==> config.mk <==
export PLATFORM = sky130hd
export DESIGN_NAME = firmware_update_stream_deframer
export DESIGN_NICKNAME = d
export VERILOG_FILES = /design/src/rtl/fusd_pkg.sv /design/src/rtl/fusd_in_reg.sv /design/src/rtl/fusd_core.sv /design/src/rtl/fusd_out_reg.sv /design/src/rtl/firmware_update_stream_deframer.sv
export SDC_FILE = /design/constraint.sdc
export NUM_CORES = 1
export LEC_CHECK = 0
export BUFFER_PORTS_ARGS = -buffer_cell sky130_fd_sc_hd__buf_2
export CAP_MARGIN = 20
export CORE_MARGIN = 2
export CORE_UTILIZATION = 45
export CTS_CLUSTER_SIZE = 28
export DETAILED_ROUTE_END_ITERATION = 12
export SLEW_MARGIN = 20
export SYNTH_ARGS = -nofsm -noshare
export SYNTH_HDL_FRONTEND = slang
export SYNTH_HIERARCHICAL = 1
export SYNTH_SLANG_ARGS = --single-unit
==> constraint.sdc <==
create_clock -name clk -period 5.7 [get_ports clk]
set_clock_uncertainty 0.15 [all_clocks]
set_input_delay 1.14 -clock clk [delete_from_list [all_inputs] [get_ports clk]]
set_output_delay 1.14 -clock clk [all_outputs]
set_load 0.02 [all_outputs]
==> src/rtl/fusd_pkg.sv <==
// shared types and codes for the firmware update stream deframer
// no dependencies
`default_nettype none

package fusd_pkg;

  localparam int unsigned CFG_COUNT = 4;
  localparam int unsigned CFG_IDX_W = 2;

  typedef logic [1:0] cmd_t;
  typedef logic [1:0] status_t;
  typedef logic [CFG_IDX_W-1:0] cfg_idx_t;

  localparam cmd_t CMD_FEED  = 2'd0;
  localparam cmd_t CMD_CLEAR = 2'd1;
  localparam cmd_t CMD_ABORT = 2'd2;

  localparam status_t STAT_INCOMPLETE = 2'd0;
  localparam status_t STAT_COMPLETE   = 2'd1;
  localparam status_t STAT_INVALID    = 2'd2;

  localparam cfg_idx_t CFG_START_WORD   = 2'd0;
  localparam cfg_idx_t CFG_VERSION_WORD = 2'd1;
  localparam cfg_idx_t CFG_TARGET_ID    = 2'd2;
  localparam cfg_idx_t CFG_END_WORD     = 2'd3;

  localparam logic [3:0] MARKER_BYTES = 4'd4;
  localparam logic [3:0] META_BYTES   = 4'd12;

  typedef struct packed {
    cmd_t       command;
    logic [7:0] data_byte;
    logic       sink_accepts;
  } item_t;

  typedef struct packed {
    status_t     status;
    logic        begin_strobe;
    logic        write_strobe;
    logic [7:0]  write_byte;
    logic        finish_strobe;
    logic        abort_strobe;
    logic [31:0] frame_size;
    logic [31:0] write_count;
  } result_t;

endpackage

`default_nettype wire

==> src/rtl/fusd_in_reg.sv <==
// input register for the byte channel
// depends on fusd_pkg
`default_nettype none

module fusd_in_reg (
  input  wire logic          clk,
  input  wire logic          rst,
  input  wire logic          feed_valid,
  output logic               feed_stall,
  input  wire fusd_pkg::item_t feed_item,
  input  wire logic          advance,
  output logic               held_valid,
  output fusd_pkg::item_t    held_item
);
  import fusd_pkg::*;

  logic load;

  assign feed_stall = held_valid && !advance;
  assign load       = feed_valid && !feed_stall;

  always_ff @(posedge clk) begin
    if (rst) begin
      held_valid <= 1'b0;
    end else if (load) begin
      held_valid <= 1'b1;
    end else if (advance) begin
      held_valid <= 1'b0;
    end
  end

  always_ff @(posedge clk) begin
    if (load) begin
      held_item <= feed_item;
    end
  end

endmodule

`default_nettype wire

==> src/rtl/fusd_core.sv <==
// parser state, configuration registers and per-byte next-state logic
// depends on fusd_pkg
`default_nettype none

module fusd_core (
  input  wire logic             clk,
  input  wire logic             rst,
  input  wire logic             wr_en,
  input  wire fusd_pkg::cfg_idx_t wr_index,
  input  wire logic [31:0]      wr_data,
  input  wire logic             fire,
  input  wire fusd_pkg::item_t  item,
  output fusd_pkg::result_t     result
);
  import fusd_pkg::*;

  typedef enum logic [2:0] {
    ST_START,
    ST_META,
    ST_PAYLOAD,
    ST_END,
    ST_DONE
  } stage_t;

  logic [31:0] start_word, version_word, target_id, end_word;

  stage_t      stage, stage_next;
  status_t     latched_status, latched_status_next;
  logic [3:0]  byte_count, byte_count_next;
  logic [31:0] got_version, got_version_next;
  logic [31:0] got_target, got_target_next;
  logic [31:0] size_word, size_word_next;
  logic [31:0] payload_count, payload_count_next;
  logic        sink_active, sink_active_next;

  status_t     r;
  logic [3:0]  count_inc;
  logic [31:0] pc_inc;
  logic [4:0]  bsel;
  logic        b_s, w_s, f_s, a_s;
  logic [7:0]  w_b;

  always_ff @(posedge clk) begin
    if (rst) begin
      start_word   <= '0;
      version_word <= '0;
      target_id    <= '0;
      end_word     <= '0;
    end else if (wr_en) begin
      unique case (wr_index)
        CFG_START_WORD:   start_word   <= wr_data;
        CFG_VERSION_WORD: version_word <= wr_data;
        CFG_TARGET_ID:    target_id    <= wr_data;
        CFG_END_WORD:     end_word     <= wr_data;
        default: ;
      endcase
    end
  end

  assign count_inc = byte_count + 4'd1;
  assign pc_inc    = payload_count + 32'd1;
  assign bsel      = {byte_count[1:0], 3'b000};

  always_comb begin
    stage_next          = stage;
    latched_status_next = latched_status;
    byte_count_next     = byte_count;
    got_version_next    = got_version;
    got_target_next     = got_target;
    size_word_next      = size_word;
    payload_count_next  = payload_count;
    sink_active_next    = sink_active;
    r   = STAT_INVALID;
    b_s = 1'b0;
    w_s = 1'b0;
    w_b = 8'd0;
    f_s = 1'b0;
    a_s = 1'b0;

    case (item.command) inside
      CMD_CLEAR, CMD_ABORT: begin
        a_s                 = (item.command == CMD_ABORT);
        stage_next          = ST_START;
        latched_status_next = STAT_INCOMPLETE;
        byte_count_next     = '0;
        got_version_next    = '0;
        got_target_next     = '0;
        size_word_next      = '0;
        payload_count_next  = '0;
        sink_active_next    = 1'b0;
      end
      CMD_FEED: begin
        if (latched_status != STAT_INVALID) begin
          unique case (stage)
            ST_START: begin
              if (start_word[bsel +: 8] == item.data_byte) begin
                byte_count_next = count_inc;
                r = (count_inc == MARKER_BYTES) ? STAT_COMPLETE : STAT_INCOMPLETE;
              end
            end
            ST_META: begin
              case (byte_count[3:2])
                2'd0: got_version_next[bsel +: 8] = got_version[bsel +: 8] | item.data_byte;
                2'd1: got_target_next[bsel +: 8]  = got_target[bsel +: 8] | item.data_byte;
                2'd2: size_word_next[bsel +: 8]   = size_word[bsel +: 8] | item.data_byte;
                default: ;
              endcase
              byte_count_next = count_inc;
              if (count_inc != META_BYTES) begin
                r = STAT_INCOMPLETE;
              end else if (got_version_next == version_word &&
                           got_target_next == target_id && size_word_next != '0) begin
                b_s = 1'b1;
                if (item.sink_accepts) begin
                  sink_active_next = 1'b1;
                  r = STAT_COMPLETE;
                end
              end
            end
            ST_PAYLOAD: begin
              w_s = 1'b1;
              w_b = item.data_byte;
              if (item.sink_accepts) begin
                payload_count_next = pc_inc;
                r = (pc_inc == size_word) ? STAT_COMPLETE : STAT_INCOMPLETE;
              end
            end
            ST_END: begin
              if (end_word[bsel +: 8] == item.data_byte) begin
                byte_count_next = count_inc;
                if (count_inc == MARKER_BYTES) begin
                  f_s = 1'b1;
                  r = item.sink_accepts ? STAT_COMPLETE : STAT_INVALID;
                end else begin
                  r = STAT_INCOMPLETE;
                end
              end
            end
            default: r = STAT_INVALID;
          endcase

          if (r == STAT_COMPLETE) begin
            if (stage == ST_END) begin
              stage_next          = ST_DONE;
              sink_active_next    = 1'b0;
              latched_status_next = STAT_COMPLETE;
            end else begin
              byte_count_next     = '0;
              latched_status_next = STAT_INCOMPLETE;
              unique case (stage)
                ST_START:   stage_next = ST_META;
                ST_META:    stage_next = ST_PAYLOAD;
                default:    stage_next = ST_END;
              endcase
            end
          end else if (r == STAT_INVALID) begin
            a_s                 = sink_active;
            stage_next          = ST_START;
            latched_status_next = STAT_INVALID;
            byte_count_next     = '0;
            got_version_next    = '0;
            got_target_next     = '0;
            size_word_next      = '0;
            payload_count_next  = '0;
            sink_active_next    = 1'b0;
          end else begin
            latched_status_next = STAT_INCOMPLETE;
          end
        end
      end
      default: ;
    endcase
  end

  always_ff @(posedge clk) begin
    if (rst) begin
      stage          <= ST_START;
      latched_status <= STAT_INCOMPLETE;
      byte_count     <= '0;
      got_version    <= '0;
      got_target     <= '0;
      size_word      <= '0;
      payload_count  <= '0;
      sink_active    <= 1'b0;
    end else if (fire) begin
      stage          <= stage_next;
      latched_status <= latched_status_next;
      byte_count     <= byte_count_next;
      got_version    <= got_version_next;
      got_target     <= got_target_next;
      size_word      <= size_word_next;
      payload_count  <= payload_count_next;
      sink_active    <= sink_active_next;
    end
  end

  always_comb begin
    result.status        = latched_status_next;
    result.begin_strobe  = b_s;
    result.write_strobe  = w_s;
    result.write_byte    = w_b;
    result.finish_strobe = f_s;
    result.abort_strobe  = a_s;
    result.frame_size    = size_word_next;
    result.write_count   = payload_count_next;
  end

  // abort on a fed byte only tears down a sink that was opened
  a_abort_needs_sink: assert property (@(posedge clk) disable iff (rst)
    fire && item.command == CMD_FEED && result.abort_strobe |-> sink_active)
    else $error("abort without active sink");

  // payload writes only while the sink is open
  a_write_in_payload: assert property (@(posedge clk) disable iff (rst)
    fire && result.write_strobe |-> stage == ST_PAYLOAD && sink_active)
    else $error("write outside payload");

  // a rejection clears the parser
  a_reject_clears: assert property (@(posedge clk) disable iff (rst)
    fire && result.status == STAT_INVALID |=>
      stage == ST_START && payload_count == '0 && !sink_active)
    else $error("state not cleared after rejection");

  // finish is only attempted on the last end byte
  a_finish_at_end: assert property (@(posedge clk) disable iff (rst)
    fire && result.finish_strobe |-> stage == ST_END && byte_count == 4'd3)
    else $error("finish outside end word");

endmodule

`default_nettype wire

==> src/rtl/fusd_out_reg.sv <==
// result register with valid/stall handshake
// depends on fusd_pkg
`default_nettype none

module fusd_out_reg (
  input  wire logic              clk,
  input  wire logic              rst,
  input  wire logic              held_valid,
  input  wire fusd_pkg::result_t next_result,
  output logic                   advance,
  output logic                   fire,
  output logic                   result_valid,
  input  wire logic              result_stall,
  output fusd_pkg::result_t      result
);
  import fusd_pkg::*;

  assign advance = !result_valid || !result_stall;
  assign fire    = held_valid && advance;

  always_ff @(posedge clk) begin
    if (rst) begin
      result_valid <= 1'b0;
    end else if (advance) begin
      result_valid <= held_valid;
    end
  end

  always_ff @(posedge clk) begin
    if (fire) begin
      result <= next_result;
    end
  end

endmodule

`default_nettype wire

==> src/rtl/firmware_update_stream_deframer.sv <==
// top level of the firmware update stream deframer
// depends on fusd_pkg, fusd_in_reg, fusd_core, fusd_out_reg
//
//   channel  handshake                  payload
//   feed     feed_valid / feed_stall    command, data_byte, sink_accepts
//   result   result_valid / result_stall status, strobes, write_byte, counts
//   config   wr_en                      wr_index, wr_data
//
// one byte per cycle sustained while result_stall is low; a byte's result transaction goes
// through the input register, then the parse logic into the result register
// synchronous reset clears parser state, config registers and both valid flags
// result_stall backs up through the result register into feed_stall in the same cycle
`default_nettype none

module firmware_update_stream_deframer (
  input  wire logic               clk,
  input  wire logic               rst,
  input  wire logic               wr_en,
  input  wire fusd_pkg::cfg_idx_t wr_index,
  input  wire logic [31:0]        wr_data,
  input  wire logic               feed_valid,
  output logic                    feed_stall,
  input  wire fusd_pkg::cmd_t     command,
  input  wire logic [7:0]         data_byte,
  input  wire logic               sink_accepts,
  output logic                    result_valid,
  input  wire logic               result_stall,
  output fusd_pkg::status_t       status,
  output logic                    begin_strobe,
  output logic                    write_strobe,
  output logic [7:0]              write_byte,
  output logic                    finish_strobe,
  output logic                    abort_strobe,
  output logic [31:0]             frame_size,
  output logic [31:0]             write_count
);
  import fusd_pkg::*;

  item_t   feed_item, held_item;
  result_t next_result, result;
  logic    held_valid, advance, fire;

  assign feed_item.command      = command;
  assign feed_item.data_byte    = data_byte;
  assign feed_item.sink_accepts = sink_accepts;

  fusd_in_reg u_in_reg (
    .clk        (clk),
    .rst        (rst),
    .feed_valid (feed_valid),
    .feed_stall (feed_stall),
    .feed_item  (feed_item),
    .advance    (advance),
    .held_valid (held_valid),
    .held_item  (held_item)
  );

  fusd_core u_core (
    .clk      (clk),
    .rst      (rst),
    .wr_en    (wr_en),
    .wr_index (wr_index),
    .wr_data  (wr_data),
    .fire     (fire),
    .item     (held_item),
    .result   (next_result)
  );

  fusd_out_reg u_out_reg (
    .clk          (clk),
    .rst          (rst),
    .held_valid   (held_valid),
    .next_result  (next_result),
    .advance      (advance),
    .fire         (fire),
    .result_valid (result_valid),
    .result_stall (result_stall),
    .result       (result)
  );

  assign status        = result.status;
  assign begin_strobe  = result.begin_strobe;
  assign write_strobe  = result.write_strobe;
  assign write_byte    = result.write_byte;
  assign finish_strobe = result.finish_strobe;
  assign abort_strobe  = result.abort_strobe;
  assign frame_size    = result.frame_size;
  assign write_count   = result.write_count;

endmodule

`default_nettype wire

==> results of run 1 <==
## flip-flops by register name (all words and copies together), names as in the netlist
name	count
u_out_reg/result	78
u_core/end_word	32
u_core/got_target	32
u_core/got_version	32
u_core/payload_count	32
u_core/size_word	32
u_core/start_word	32
u_core/target_id	32
u_core/version_word	32
u_in_reg/held_item	11
u_core/byte_count	4
u_core/stage	3
u_core/latched_status	2
u_core/sink_active	1
u_in_reg/held_valid	1
u_out_reg/result_valid	1
## per-stage QoR
step	setup WS, ns	TNS, ns	power, mW	cell area, sq um	std cells
6_report	0.221	0	5.89	21600	2839
5_1_grt	-0.00373	-0.00373	6.08	21600	2839
4_1_cts	0.0358	0	5.94	21500	2838
3_5_place_dp	-0.0352	-0.0941	3.19	20100	2764
3_3_place_gp	0.104	0	3.19	20100	2764
2_1_floorplan	-0.0140	-0.223	2.99	18500	2128
## layout by cell type, fill, tap and decap left out, drive strengths merged, types with 8 or more instances in the layout
master     n
a21oi    227
a22o      32
a22oi     90
a32oi      8
and2      13
and3      13
buf      243
clkbuf    48
clkinv    16
dfxtp    268
edfxtp    89
ha        12
inv       37
mux2i     95
mux4      20
nand2    385
nand2b    13
nand3     34
nand3b     9
nand4     24
nor2     203
nor2b     22
nor3      41
nor4      24
o21ai     59
o22ai     17
o2bb2ai   10
o31ai      9
or3       18
xnor2     70
xor2      32
## power groups by stage
stage / Clock [mW] / Combinational (mW) / Sequential (mW)
after floorplan: 0 / 0.229 / 2.76
after global placement: 0 / 0.442 / 2.75
after detailed placement: 0 / 0.445 / 2.75
after CTS: 2.80 / 0.446 / 2.69
after global routing: 2.90 / 0.480 / 2.70
final: 2.75 / 0.451 / 2.69
## critical path, stage by stage, from the launching register on
cell and delay [ns]:
dfxtp_4 0.38, inv_1 0.16, ha_2 0.36, or3b_1 0.43, buf_4 0.18, or2_2 0.37
o2bb2ai_2 0.20, xor2_1 0.10, a2111oi_2 0.44, nand4_1 0.20, nor4_4 0.30, buf_4 0.20
nand4_2 0.09, a21o_1 0.20, ha_1 0.20, nor2b_1 0.16, nor3_2 0.18, nand2_1 0.30
buf_4 0.25, o21bai_1 0.14, a22o_1 0.17, mux2i_1 0.07, nor2_1 0.13
## how the worst max path moves through the flow
stage,endpoint,cells past startpoint,slack [ns],startpoint
floorplan,u_core/size_word[16],24,-0.01,u_core/byte_count[0]
global placement,u_core/size_word[30],22,0.10,u_core/byte_count[1]
detailed placement,u_core/payload_count[20],21,-0.04,u_core/byte_count[1]
CTS,u_core/payload_count[20],21,0.04,u_core/byte_count[1]
global route,u_core/size_word[20],23,-0.004,u_core/byte_count[1]
finish,u_core/payload_count[20],22,0.22,u_core/byte_count[1]
## logic make-up after synthesis
group                    Yosys count  synth area share, %
multiplexers                     116                 7.66
AND/OR/NAND/NOR                  834                 20.6
flip-flops                       357                 43.6
XOR/XNOR                         102                 4.84
buffers and inverters            176                 3.94
AO/OA/AOI/OAI                    531                 18.5
adder cells (fa/ha/maj)           12                0.814
## area by class of cell
class | count | share of cell area, %
Tap cell | 532 | 3.09
Multi-Input combinational cell | 1595 | 45.1
Timing Repair Buffer | 244 | 7.33
Sequential cell | 357 | 37.3
Inverter | 37 | 0.644
Clock buffer | 47 | 5.10
Clock inverter | 27 | 1.42
## routing by layer
metal,routed length [um],vias up,part of all wire [%]
met3,3950,171,6.0
met2,31200,651,48
li1,-,7921,-
met1,26600,8159,40
met4,3890,0,5.9
met5,0,-,0
## repair_timing
item                                    CTS  global route
pin swaps                                 0             3
buffers inserted                          0             1
endpoints found under the setup margin   29           117
resized for setup                         1             5
==> summary by stage, run 1 <==
Timing
The post-route clock period utilization is 96.1%. The hold violation count in the final report came to 0. The max-slew violation count was 0. For the pin with the worst max-slew slack, the measured transition is 1.01 ns.

The number of setup violations in the final report is 0. Timing would allow up to 0.183 GHz. Headroom to the max-slew limit came out at 32.4%. For the finished layout, the period the worst path requires is 5.48 ns.

The smallest hold slack is 0.303 ns.

Logic synthesis
The post-synth net total is 2190. By count the netlist is led by nand2_1 (384), dfxtp_1 (268), a21oi_1 (227), nor2_1 (203), clkbuf_1 (105). By area the synthesized netlist is led by dfxtp_1 (29%), edfxtp_1 (14%), nand2_1 (7.8%). The number of unique standard cell types used by synthesis is 85. For this run, the register share of the synthesized area comes to 43.6%. In this run, synthesis inferred 89 flip-flops with an integrated enable. The Yosys step of the flow raised 6 warnings. The synthesized instance count is 2128. A synthesized cell averages 8.66 sq um. In the synthesized netlist the dominant register cell turns out to be dfxtp_1.

The number of synthesized register bits is 357. Summed over all instances, the cell type with the most area after synthesis is dfxtp_1. In the synthesized netlist the async set-or-reset flop fraction comes to 0%. Yosys instantiated no cell more often than nand2_1. After synthesis, the largest area contributor takes up 29.1% of total cell area. After synthesis the cells add up to 18400 sq um.

Clocking
TritonCTS built the clock tree. For this design, the sink count on the clock tree is 357. The CTS H-tree depth is 2. The buffer levels on the longest clock path is 3. The clock buffer count from CTS is 40.

The post-cts hold buffer count is 0. The clock tree root buffer cell is clkbuf_16. After clock tree synthesis, the clock-pin slew on the worst setup and hold paths is 0.06 ns. The later pin in the worst-skew pair is clocked with a latency of 0.57 ns.

Power and ir drop
The share of total power in the clock network is 46.7%. The sequential share of power is 45.7%. Dividing total power by cell area gives a power density of 273 nW/um^2. The net switching power is 1.44 mW. The switching share of total power is 24.5%. Per report_power, the combinational group accounts for 7.6% of the total. The analysis attributes to cell leakage a power of 7.57 nW. The worst vdd rail ir drop is 339 uV. Cell internal power was estimated by the tool at 4.45 mW.

Die
Row generation in the floorplan step produced 74 rows. The width of the die is 206 um. In this run the vertical extent of the chip is 206 um.

The floorplan step defined a die boundary enclosing 42600 sq um. The core footprint is 40600 sq um. In this run the count of I/O pins placed on the die edge is 130. The initial standard-cell utilization of the core is 45.4%.

Layout
The filler cells instantiated in the layout total 3859. Cells with a size suffix above 1 make up 16.2% of the layout. In the final layout, the multi-input gates occupy 9720 sq um. The number of antenna diodes in the final layout is 0. The footprint of the flip-flops and latches is 8040 sq um. The signed area change from the synthesized netlist to the final layout is 16.9%. After the last flow step, the layout net total stands at 2337. Measured on the finished design, the core utilization comes to 53.0%.

Worst setup path
The setup path with the least slack is of type reg2reg. The register-to-register setup slack is 0.22 ns. For the worst flop-to-flop path, the logic depth is 22. The nature of the critical path startpoint is a flop. The arrival time at the worst endpoint is 5.81 ns. The worst setup path is captured at a flop. The critical register-to-register path startpoint is u_core/byte_count[1]. Along the worst path, the maximum fanout reaches 10.

The required arrival time at the worst endpoint is 6.03 ns. The endpoint of the worst-slack reg-to-reg timing path is u_core/payload_count[20].

Placed design
The half-perimeter wire length after placement is 48.2 mm. The count of input and output buffers is 129. Routability-driven placement finished with a final weighted congestion of 0.988.

Global routing
For this run, global-route usage on met2 was measured as 51.6%. In the global route stage, overall resource usage came out at 30.6%. The total overflow left after global routing is 0. The met3 usage in global routing is 4.21%. The largest net degree at the start of global routing is 147. In the global route stage, met1 resource usage came out at 37.5%.

The number of antenna violations at the first check in global routing is 0. The first global-routing pass estimated 97.7 mm of wire. The number of global-route vias before repair is 16100.

The most crowded layer after global routing is met2.

Routing
The detailed router finished its first iteration with 1512 violations. The ratio of routed vias to standard cells is 5.95. The count of vias placed by the detailed router is 16900. The post-route antenna net violation count is 0.

Dividing the detail-routed wire length by the instance count gives 23.1 um. The detailed-route DRC error count is 0. Wires add up to 65.7 mm. For this run, the detailed router's first-pass iteration total came to 6.

Hold path
In this run the most critical hold path is launched from u_core/start_word[18]. The worst hold path passes through 2 cells. The worst hold path class is reg2reg. The worst-case hold path end point is u_core/start_word[18].

Run status
The flow ran to the end, and the final reports show no timing, DRC or antenna violations.

Job
Max-cap violations in this run came to 0.
(Power assumes the default switching activity.)
==> inputs of run 2 (changes only) <==
--- a/config.mk
+++ b/config.mk
@@ -14,5 +14,4 @@
 export SLEW_MARGIN = 20
 export SYNTH_ARGS = -nofsm -noshare
 export SYNTH_HDL_FRONTEND = slang
-export SYNTH_HIERARCHICAL = 1
 export SYNTH_SLANG_ARGS = --single-unit
==> summary by stage, run 2 <==
Worst setup path
Measured in cells, the most critical reg-to-reg path has a length of 15. The arrival time at the worst endpoint is 5.87 ns. The kind of capture point of the worst setup path is a flop. STA puts the critical path data required time at 6.06 ns.

The startpoint identified for the worst register-to-register timing path is u_core.byte_count[1]. The endpoint of the worst-slack reg-to-reg timing path is u_core.got_version[18]. In this run the worst setup path begins at u_core.byte_count[1]. In this run the worst path has a maximum fanout of 51. STA classifies the critical path startpoint as a flop.

The start-to-end type of the worst setup path is reg2reg. In this run the worst setup path terminates at u_core.got_version[18]. In this run the register-to-register setup slack is 0.19 ns.

Hold path
The min-delay analysis places its worst path in the category reg2reg. The startpoint of the most critical hold path is u_core.start_word[22].

Clocking
CTS built an H-tree with a depth of 2. The tree is rooted in a clkbuf_16. The CTS sink count is 357. After clock tree synthesis, the setup repair step added 0 buffers. The buffer levels on the longest clock path is 3. For the worst-skew pair, the clock arrives at the later sink with an insertion delay of 0.59 ns. The clock-pin slew on the worst setup and hold paths is 0.06 ns. TritonCTS created 41 clock buffers.

The CTS tree is done.

Die
The row count is 75. 130 I/O pins were placed. The core region is 41800 sq um. The die area is 43800 sq um. In this run the vertical extent of the chip is 209 um. The width of the die is 209 um. For this configuration, the core starts out at a cell density of 45.4%.

Global routing
The global-route total usage across every layer is 35.1%. The total overflow left after global routing is 0. The number of global-route vias before repair is 17300.

The first global-routing pass estimated 114 mm of wire. Entering global routing, the biggest net connects 104 pins. The number of antenna violations at the first check in global routing is 0.

Routing
After detailed routing, the average wire length per cell comes to 26.7 um. After the first detailed-routing iteration, the DRC count stood at 1767. The met2 layer wire length in the routed design is 36.9 mm. The post-route met1 wirelength is 31.1 mm.

The sum of routed wire length over all layers is 78.1 mm. The detailed-route DRC error count is 0. The highest metal layer used by the detailed router is met4. The pre-antenna-repair detailed-routing pass consisted of 8 iterations. For this block, the via count after detailed routing is 18400. The wire length on met3 is 5.30 mm. The post-route antenna net violation count is 0.

The ratio of routed vias to standard cells is 6.31.

Logic synthesis
The Yosys step of the flow raised 0 warnings. By count the netlist is led by nand2_1 (466), dfxtp_1 (268), a21oi_1 (216), clkbuf_1 (111), inv_1 (104). The synthesized instance count is 2239. The most area-hungry cell type in the Yosys netlist is dfxtp_1.

The share of the Yosys chip area taken by registers is 42.4%. In this run, synthesis produced a sequential element count of 357. The post-synth net total is 2300. The number of different library cells used by synthesis comes to 87. In this run, synthesis inferred 89 flip-flops with an integrated enable. The area of the mapped netlist is 19000 sq um.

The share of synthesized area in the top cell type comes to 28.3%. The most common cell in the synthesized netlist is nand2_1. By area the synthesized netlist is led by dfxtp_1 (28%), edfxtp_1 (14%), nand2_1 (9.2%). The mean cell area of the mapped netlist is 8.46 sq um. The commonest register cell after synthesis is dfxtp_1. The proportion of synthesized flip-flops having asynchronous set or reset is 0%.

Layout
The count of antenna diodes in the layout is 0. The finished cells cover 21800 sq um. u_out_reg.result holds more flip-flops than any other register. The area growth from synthesis to layout is 14.8%. At the end of the flow the core is filled with cells to 52.1%. The number of nets in the layout is 2412. Leaving out fill and tap cells, the most frequent cell in the layout is nand2_1.

The share of post-route cells with drive strength above 1 is 14.3%. In the layout the commonest cells are nand2_1 (465), dfxtp_1 (266), a21oi_1 (216). The register with the most flip-flops in the layout has 78 of them. The total of fill cells in the finished design is 3932.

Placed design
Once placement finished, the instance area stood at 20400 sq um. The pre-CTS worst setup slack is 0.121 ns. The half-perimeter wire length after placement is 59.4 mm. The count of input and output buffers is 129.

The congestion estimate from routability-driven global placement came to 1.01.

Timing
Setup violations remaining at the end of the flow were counted as 0. Dividing the final minimum period by the clock period gives 96.7%. The worst pin sits at a relative slew slack of 27.7%. The setup slack of the critical path after layout is 0.186 ns.

The actual transition at the worst max-transition pin is 1.08 ns. The hold violation count in the final report is 0. The post-layout minimum cycle time is 5.51 ns.

Adding up every negative setup slack in the final design gives 0 ns. The upper clock frequency limit is 0.181 GHz. The max-slew violation count is 0.

Power and ir drop
The sequential share of power is 46.3%. The worst vdd rail ir drop is 285 uV. Combinational logic burns 7.6% of the power. The share of total power dissipated in the clock network is 46.2%. Of the total power, the share spent switching nets is 25.9%. The overall power after layout is 5.84 mW.

For this design the total switching power over the nets is 1.51 mW. Dividing total power by cell area gives a power density of 268 nW/um^2. The internal power consumption is 4.33 mW. The static leakage is 7.22 nW.

Job
The reported max-cap violation count is 0.

Run status
The run finished with clean final reports.
==> run 2: critical path, cell delays in order, from the launching register on <==
cell and delay (ns):
dfxtp_4 0.56, buf_6 0.57, mux2i_1 0.30, a22oi_1 0.71, nand2_1 0.16, a31o_2 0.30, nor4_1 0.38, nand4_1 0.24
nor4_2 0.48, buf_4 0.23, a41oi_4 0.12, buf_4 0.21, nor4_4 0.31, buf_12 0.22, a21oi_1 0.23, o22ai_1 0.24
==> run 2: worst min path at each step <==
stage	endpoint	slack (ns)	cells past startpoint
detailed placement	u_core.end_word[21]	0.30	2
global route	u_core.start_word[8]	0.33	2
floorplan	u_core.end_word[16]	0.28	2
global placement	u_core.start_word[19]	0.29	2
finish	u_core.start_word[22]	0.30	2
CTS	u_core.start_word[22]	0.30	2
==> run 2: through the flow <==
stage | instances | hold slack, ns
final | 2921 | 0.303
after global placement | 2846 | 0.289
after global routing | 2921 | 0.326
after floorplan | 2239 | 0.283
after detailed placement | 2847 | 0.295
after CTS | 2921 | 0.304
==> run 2: power by group through the flow <==
stage | logic [mW] | registers, mW | clock network, mW
2_1_floorplan | 0.214 | 2.77 | 0
3_3_place_gp | 0.434 | 2.76 | 0
3_5_place_dp | 0.436 | 2.76 | 0
4_1_cts | 0.437 | 2.70 | 2.73
5_1_grt | 0.468 | 2.71 | 2.83
6_report | 0.443 | 2.70 | 2.70
==> run 2: kinds of logic after synthesis <==
kind of cell    after synthesis  share of synthesized area (%)
fa+ha+maj                    11                          0.726
buf+inv                     252                           5.46
flops                       357                           42.4
xor+xnor                     72                           3.33
simple gates                817                           20.0
compound gates              651                           22.7
mux                          79                           5.32
==> run 2: layout make-up <==
cell class	count	area [sq um]	area share (%)
multi-input cells	1630	9940	45.7
flip-flops and latches	357	8040	37.0
repair buffers	216	1360	6.24
clock buffers	52	1090	5.00
well taps	539	674	3.10
inverters	105	395	1.82
clock inverters	22	268	1.23
==> run 2: per-layer routing <==
| layer | vias to the layer above | GRT usage, % |
|---|---|---|
| li1 | 8424 | - |
| met1 | 8860 | 43.6 |
| met2 | 910 | 58.8 |
| met3 | 226 | 4.73 |
| met4 | 0 | 19.7 |
| met5 | - | 0 |
==> run 2: what timing repair did <==
item                       4_1_cts  5_1_grt
hold buffers                     0        0
gates resized for setup          0        7
setup endpoints to repair        0       91
==> inputs of run 3 (changes only) <==
--- a/config.mk
+++ b/config.mk
@@ -5,13 +5,13 @@
 export SDC_FILE = /design/constraint.sdc
 export NUM_CORES = 1
 export LEC_CHECK = 0
-export BUFFER_PORTS_ARGS = -buffer_cell sky130_fd_sc_hd__buf_2
 export CAP_MARGIN = 20
 export CORE_MARGIN = 2
 export CORE_UTILIZATION = 45
 export CTS_CLUSTER_SIZE = 28
 export DETAILED_ROUTE_END_ITERATION = 12
-export SLEW_MARGIN = 20
+export DONT_BUFFER_PORTS = 1
+export SLEW_MARGIN = 0
 export SYNTH_ARGS = -nofsm -noshare
 export SYNTH_HDL_FRONTEND = slang
 export SYNTH_SLANG_ARGS = --single-unit
==> summary by stage, run 3 (synthesis gave the netlist of run 2 again) <==
Worst setup path
STA classifies the critical path startpoint as a flop. The arrival time at the worst endpoint is 5.92 ns. By instance count, the cell type seen most on the critical path is buf_4. The start-to-end type of the worst setup path is reg2reg. The kind of capture point of the worst setup path is a flop. The critical path goes through inv_1 -> ha_1 -> nor2b_1 -> and4_1 -> a22oi_1 -> xnor2_1 -> a2111oi_1 -> nand4_1 -> nor4_2 -> buf_4 -> a41oi_4 -> buf_4 -> nor4_4 -> buf_12 -> a21oi_1 -> o22ai_1. In this run the worst path has a maximum fanout of 24.

Counting both buffers and inverters, the worst setup path holds a total of 4. The launch point of the critical path is u_core.byte_count[1]. The top cell family by delay on the critical path is simple AND/OR/NAND/NOR gates.

The required arrival time at the worst endpoint is 6.06 ns. The critical register-to-register path startpoint is u_core.byte_count[1]. The highest-delay cell along the critical path is a2111oi_1.

In this design, the stage delay of the slowest critical-path cell is 0.60 ns.

Routing
Summed over all nets, wire length on met2 after detailed routing comes to 33.0 mm. After detailed routing, the met3 layer carries 7.30 mm of wire. The sum of routed wire length over all layers is 73.6 mm. The highest metal layer used by the detailed router is met5. The post-route antenna net violation count is 0. For this block, the via count after detailed routing is 17900.

In the final routed layout, each cell accounts on average for 26.6 um. The ratio of routed vias to standard cells is 6.49. The first detailed-routing pass ran for 8 iterations. The post-route met1 wirelength is 29.0 mm. After detailed routing, the number of remaining DRC violations is 0.

The number of DRC violations after detailed-routing iteration 0 is 1824.

Die
The die area is 43800 sq um. The initial standard-cell utilization of the core is 45.4%. The row count is 75. The floorplan step set the die height to 209 um.

The number of top-level design ports is 130. The width of the die is 209 um. The core footprint is 41800 sq um.

Global routing
The number of global-route vias before repair is 16900. The global-route total usage across every layer is 33.1%. The total congestion overflow after global routing is 0. The first global-routing pass estimated 109 mm of wire. Entering global routing, the biggest net connects 148 pins. The number of antenna violations at the first check in global routing is 1.

Layout
Leaving out fill and tap cells, the most frequent cell in the layout is nand2_1. The top cell types in the final layout, fill and taps aside, are nand2_1 (466), dfxtp_1 (266), a21oi_1 (216). The share of post-route cells with drive strength above 1 is 7.78%. Fill cells in the final layout number 3923. The register name with the most flops is u_out_reg.result. The signed area change from the synthesized netlist to the final layout is 10.4%. The register with the most flip-flops in the layout has 78 of them.

The repair_antennas step left the layout with diodes totalling 0. The number of nets in the layout is 2253.

Job
The tool flagged a number of max-cap violations equal to 0.

Clocking
For the worst-skew pair, the clock arrives at the later sink with an insertion delay of 0.61 ns. Clock tree synthesis found a total of 357 sinks. The clock-pin slew on the worst setup and hold paths is 0.07 ns. Counting along the longest clock path gives a buffer depth of 3. The CTS H-tree depth is 2.

The clock tree root buffer cell is clkbuf_16. TritonCTS built the clock tree. In this run, CTS created clock tree buffers numbering 41.

Run status
The run finished with clean final reports.

Placed design
Routability-driven placement finished with a final weighted congestion of 1.10. In this run the tool buffered the top-level ports with 0 buffer cells. Detailed placement finished with a half-perimeter wire length of 54.4 mm.

Timing
The hold violation count in the final report is 0. Setup repair after global routing left no endpoint under its margin. The post-layout minimum cycle time is 5.56 ns. The post-route clock period utilization is 97.5%.

The number of setup violations in the final report is 0. The setup TNS is 0 ns. Based on the critical path, the design can be clocked at up to 0.180 GHz. The actual transition at the worst max-transition pin is 1.13 ns.

The max-slew violation count came to 0. In this run the tightest slew margin relative to its limit is 24.9%.

Power and ir drop
The design draws 5.82 mW. The worst-case IR drop observed on VDD is 230 uV. In this run the static leakage power is 6.59 nW. The total power density per cell area is 278 nW/um^2.

Hold path
The startpoint of the most critical hold path is u_core.start_word[17]. The worst hold path class is reg2reg.
## run 3: path summary, 6_finish.rpt
check | to | slack [ns] | depth (start not counted)
max | u_core.got_version[27] | 0.14 | 16
min | u_core.start_word[17] | 0.30 | 2
max reg2reg | u_core.got_version[27] | 0.14 | 16
min reg2reg | u_core.start_word[17] | 0.30 | 2
## run 3: layout make-up
class                      count  area [sq um]  share of cell area [%]
multi-input combinational   1630          9910                    47.3
inverter                     105           395                    1.89
clock buffer                  53          1090                    5.21
sequential                   357          8040                    38.4
timing repair buffer          57           503                    2.40
tap                          539           674                    3.22
clock inverter                23           312                    1.49
## run 3: worst reg2reg max path: cells and delay by family, from the launching register on
family	cells	cell delay [ns]
simple gates	5	1.83
compound gates	5	1.54
buf+inv	4	0.85
flops	1	0.55
fa+ha+maj	1	0.42
xor+xnor	1	0.16
## run 3: per-stage QoR
| stage | instance area (sq um) | worst slack [ns] | util, % | hold slack, ns | instances |
|---|---|---|---|---|---|
| floorplan | 19000 | 0.896 | - | 0.283 | 2239 |
| global placement | 19400 | 0.317 | 46.5 | 0.288 | 2683 |
| detailed placement | 19500 | 0.226 | 46.6 | 0.295 | 2685 |
| CTS | 20900 | 0.199 | 50.0 | 0.303 | 2761 |
| global route | 20900 | 0.0355 | 50.1 | 0.325 | 2764 |
| finish | 20900 | 0.143 | 50.1 | 0.304 | 2764 |
## run 3: timing repair
action / in CTS / in global routing
gates resized for setup: 0 / 1
setup endpoints to repair: 0 / 25
hold buffers: 0 / 0
setup buffers: 0 / 0
hold endpoints to repair: 0 / 0
## run 3: layer usage
metal | track usage, % | up-vias
met5 | 0 | -
met3 | 8.19 | 242
met4 | 17.9 | 2
li1 | - | 8093
met1 | 41.7 | 8545
met2 | 52.1 | 1046
## run 3: report_power, final
part | internal [mW] | switching [mW]
sequential | 2.66 | 0.0869
combinational | 0.0967 | 0.214
clock | 1.61 | 1.16
total | 4.36 | 1.46
